<file path="src/design/trm_pkg.sv">
// Shared types, constants and the output saturation function of the triangulation core.
`default_nettype none

package trm_pkg;

  // Coordinate word width; the request and result fields use it.
  localparam int COORD_W = 32;

  // Reset value of the parallel-ray threshold (about 1e-6 in Q0.32).
  localparam logic [31:0] MIN_DEN_RESET = 32'd4295;

  // Wide multiplier layout: 32-bit digits, up to 16 tiles, a 4-level adder tree.
  localparam int DIGIT_W    = 32;
  localparam int MUL_LEAVES = 16;
  localparam int MUL_LVLS   = 4;
  localparam int MUL_NODES  = 2 * MUL_LEAVES - 1;
  localparam int MUL_LAT    = MUL_LVLS + 1;

  typedef struct packed {
    logic signed [COORD_W-1:0] origin1_x;
    logic signed [COORD_W-1:0] origin1_y;
    logic signed [COORD_W-1:0] origin1_z;
    logic signed [COORD_W-1:0] dir1_x;
    logic signed [COORD_W-1:0] dir1_y;
    logic signed [COORD_W-1:0] dir1_z;
    logic signed [COORD_W-1:0] origin2_x;
    logic signed [COORD_W-1:0] origin2_y;
    logic signed [COORD_W-1:0] origin2_z;
    logic signed [COORD_W-1:0] dir2_x;
    logic signed [COORD_W-1:0] dir2_y;
    logic signed [COORD_W-1:0] dir2_z;
  } ray_pair_t;

  typedef struct packed {
    logic signed [COORD_W-1:0] point_x;
    logic signed [COORD_W-1:0] point_y;
    logic signed [COORD_W-1:0] point_z;
    logic                      rays_parallel;
  } point_t;

  // Turns an unsigned quotient and its sign into a saturated coordinate.
  // Negative results round toward minus infinity when the division was inexact.
  function automatic logic [COORD_W-1:0] sat_quot(input logic [COORD_W-1:0] q,
                                                  input logic inexact,
                                                  input logic ovf,
                                                  input logic neg);
    logic [COORD_W:0]   mag;
    logic [COORD_W-1:0] pmax;
    logic [COORD_W-1:0] nmin;
    pmax = {1'b0, {(COORD_W-1){1'b1}}};
    nmin = {1'b1, {(COORD_W-1){1'b0}}};
    mag  = {1'b0, q} + {{COORD_W{1'b0}}, inexact};
    if (ovf) begin
      return neg ? nmin : pmax;
    end else if (!neg) begin
      return q[COORD_W-1] ? pmax : q;
    end else if (mag > {1'b0, nmin}) begin
      return nmin;
    end else begin
      return COORD_W'(-mag);
    end
  endfunction

endpackage

`default_nettype wire

</file>
<file path="src/design/trm_mul.sv">
// Pipelined exact signed multiplier built from 33x33 tiles and a registered adder tree.
`default_nettype none

module trm_mul #(
  parameter int AW = 32,
  parameter int BW = 32
) (
  input  logic                 clk,
  input  logic                 en,
  input  logic signed [AW-1:0] a,
  input  logic signed [BW-1:0] b,
  output logic signed [AW+BW-1:0] p
);

  localparam int PW  = AW + BW;
  localparam int DG  = trm_pkg::DIGIT_W;
  localparam int DG1 = DG + 1;
  localparam int NA  = (AW - 1) / DG + 1;
  localparam int NB  = (BW - 1) / DG + 1;
  localparam int NT  = NA * NB;
  localparam int LV  = trm_pkg::MUL_LEAVES;

  logic signed [DG1-1:0] da [NA];
  logic signed [DG1-1:0] db [NB];
  logic signed [PW-1:0]  node [trm_pkg::MUL_NODES];

  // Lower digits are unsigned, the top digit carries the sign.
  for (genvar i = 0; i < NA; i++) begin : g_da
    if (i < NA - 1) begin : g_lo
      assign da[i] = {1'b0, a[DG*i +: DG]};
    end else begin : g_hi
      assign da[i] = DG1'($signed(a[AW-1:DG*i]));
    end
  end

  for (genvar j = 0; j < NB; j++) begin : g_db
    if (j < NB - 1) begin : g_lo
      assign db[j] = {1'b0, b[DG*j +: DG]};
    end else begin : g_hi
      assign db[j] = DG1'($signed(b[BW-1:DG*j]));
    end
  end

  // Tile products, each placed at its digit weight.
  for (genvar t = 0; t < LV; t++) begin : g_leaf
    if (t < NT) begin : g_tile
      logic signed [2*DG1-1:0] tile;
      assign tile = da[t / NB] * db[t % NB];
      always_ff @(posedge clk) begin
        if (en) begin
          node[t] <= PW'(tile) <<< (DG * (t / NB + t % NB));
        end
      end
    end else begin : g_pad
      always_ff @(posedge clk) begin
        if (en) begin
          node[t] <= '0;
        end
      end
    end
  end

  // Registered binary adder tree; the sum is exact modulo 2^PW.
  for (genvar l = 1; l <= trm_pkg::MUL_LVLS; l++) begin : g_lvl
    localparam int BASE = 2 * LV - ((2 * LV) >> l);
    localparam int PREV = 2 * LV - ((2 * LV) >> (l - 1));
    for (genvar k = 0; k < (LV >> l); k++) begin : g_add
      always_ff @(posedge clk) begin
        if (en) begin
          node[BASE+k] <= node[PREV+2*k] + node[PREV+2*k+1];
        end
      end
    end
  end

  assign p = node[trm_pkg::MUL_NODES-1];

endmodule

`default_nettype wire

</file>
<file path="config.mk">
export PLATFORM = sky130hd
export DESIGN_NAME = trm_mul
export DESIGN_NICKNAME = d
export VERILOG_FILES = /design/src/design/trm_pkg.sv /design/src/design/trm_mul.sv
export SDC_FILE = /design/constraint.sdc
export NUM_CORES = 2
export LEC_CHECK = 0
export ABC_AREA = 1
export BUFFER_PORTS_ARGS = -buffer_cell sky130_fd_sc_hd__clkbuf_2
export CORE_MARGIN = 10
export CORE_UTILIZATION = 50
export DETAILED_ROUTE_END_ITERATION = 12
export GPL_ROUTABILITY_DRIVEN = 0
export HOLD_SLACK_MARGIN = 0.05
export PLACE_DENSITY = 0.68
export SLEW_MARGIN = 20
export SYNTH_ARGS = -nofsm -noshare
export SYNTH_HDL_FRONTEND = slang
export SYNTH_SLANG_ARGS = --single-unit
</file>
<file path="constraint.sdc">
create_clock -name clk -period 10.8 [get_ports clk]
set_input_delay 1.08 -clock clk [delete_from_list [all_inputs] [get_ports clk]]
set_output_delay 1.08 -clock clk [all_outputs]
set_load 0.03 [all_outputs]
</file>
==> impl_metrics.yaml <==
sta:
  tns_ns: 0
  max_freq_mhz: 117
  period_minus_slack_ns: 8.54
  hold_viol_final: 0
  rsz0062_at_grt: "false"
  period_share_pct: 79.1
  finClkSkew_ns: 0.0160
  slew_viol_final: 0
  worst_pin_slew_ns: 1.17
  setup_viol: 0
  relSlewSlack_pct: 22.1
die:
  start_util_pct: 50.6
  die_y_um: 331
  num_rows: 113
  io_pins: 130
  fp.dieW_um: 331
  fp.coreArea_mm2: 0.0953
  dieArea_mm2: 0.109
grt:
  use_met1_pct: 29.5
  grtUsageMet3_pct: 3.20
  antenna_found_initial: 8
  busiest_layer: "met2"
  grt_max_degree: 162
  grt_pass1_wl_mm: 196
  overflow: 0
  gr-usage-all-layers_pct: 22.7
  grt_pass1_vias: 36544
  met2_usage_pct: 39.0
worst_hold_path:
  min_path_type: "reg -> reg"
logic_synthesis:
  yosysWarnings: 0
  netlist_instances: 5304
  synth_seq_cells: 320
  synth_area_per_cell_um2: 9.09
  synthTopCellsByArea: "fa_1 45%, edfxtp_1 20%, inv_1 13%"
  synth.cell_area_mm2: 0.0482
  synth.distinct_cells: 35
  synth_top_area_share_pct: 44.9
  seq_area_frac_synth_pct: 19.9
  syn-num-nets: 6636
  yosysTopAreaCell: "fa_1"
clocking:
  cts_buffer_depth: 3
  clk_latency_ns: 0.55
  cts_tree: "yes"
  cts.sinks: 320
  cts_max_level: 1
  cts_setup_buffers: 0
  clk_pin_slew_worst_paths_ns: 0.06
  cts_root_buffer: "clkbuf_16"
  post_cts_resize_count: 0
  cts_buffers: 31
  cts_hold_buf: 0
worst_setup_path:
  slowest_delay_ns: 0.96
  critical_path_class: "in -> reg"
  cp_slowest_cell: "fa_1"
  endpoint_kind: "flop"
  crit_buf_inv: 7
  arrival_ns: 8.83
  start_kind: "primary input"
  crit_family: "adder cells"
  worstPathMaxFanout: 32
  crit_top_cell: "fa_1"
  crit_required_ns: 11.10
routing:
  drt-pass1-iter-count: 6
  wirelength_mm: 119
  vias_per_cell: 5.05
  via_count: 33245
  drcViolationCount: 0
  drt-initial-drc-count: 2683
  routedWlPerCell_um: 18.1
  ant_nets: 0
outcome:
  status: "complete, no violations"
placed_design:
  portBuffers: 129
  place_hpwl_mm: 96.9
cells_and_area:
  drive_gt1_share_pct: 4.63
  top_regs: "node x320"
  synthToLayoutAreaGrowth_pct: 5.45
  largest_register_ffs: 320
  final_cell_mix: "1656 x inv_1, 1444 x nand2_1, 1082 x fa_1"
  layout_commonest_cell: "inv_1"
  largest-register: "node"
  nNetsFinal: 6625
job:
  drv_cap: 0
## cells by family (layout without fill, tap and decap cells)
family | count (synthesis) | count (layout) | share of synthesized area (%)
AO/OA/AOI/OAI | 106 | 106 | 1.19
XOR/XNOR | 37 | 37 | 0.672
adder cells (fa/ha/maj) | 1266 | 1266 | 49.7
buffers and inverters | 1852 | 1863 | 14.4
flip-flops | 320 | 320 | 19.9
other | 0 | 5 | 0
AND/OR/NAND/NOR | 1723 | 1723 | 14.1
## cell usage after synthesis, drive strengths merged
library cell / instances
a21boi: 1
a21o: 2
a21oi: 69
and2: 2
clkbuf: 192
edfxtp: 320
fa: 1082
ha: 184
inv: 1660
nand2: 1456
nand2b: 1
nand3: 73
nand4: 19
nor2: 150
nor3: 8
nor4: 5
o21a: 3
o21ai: 22
o21bai: 9
or2: 9
xnor2: 5
xor2: 32
## stage by stage
| step | hold slack, ns | util, % | setup WS [ns] | area (um^2) | instances |
|---|---|---|---|---|---|
| floorplan | 0.400 | - | 2.95 | 48200 | 5304 |
| global placement | 0.402 | 52.4 | 1.87 | 49900 | 6524 |
| detailed placement | 0.405 | 52.4 | 1.80 | 49900 | 6524 |
| CTS | 0.406 | 53.3 | 2.35 | 50800 | 6579 |
| global route | 0.413 | 53.4 | 1.77 | 50900 | 6583 |
| finish | 0.411 | 53.4 | 2.26 | 50900 | 6585 |
## path summary, 6_finish.rpt
check | startpoint | endpoint | slack, ns | cells after the start
max | a[31] | node[0][55] | 2.26 | 25
min reg2reg | node[12][29] | node[14][29] | 0.41 | 0
max reg2reg | node[0][52] | node[8][52] | 10.02 | 0
min | node[12][29] | node[14][29] | 0.41 | 0
## area by class of cell
type	count	area [um^2]
fillers	8667	44400
multi-input cells	3132	31700
flip-flops and latches	320	9610
inverters	1660	6230
well taps	1265	1580
repair buffers	148	831
clock buffers	39	806
clock inverters	16	119
diodes	5	12.5
## layer usage
metal / vias to the layer above / part of all wire, %
met5: - / 0.037
met4: 6 / 3.7
met3: 276 / 7.8
met2: 1380 / 49
met1: 16731 / 39
li1: 14852 / -
Power is left out: the tool's default activity adds up to more than one toggle a clock period on the data nets, which glitch-free logic cannot reach.
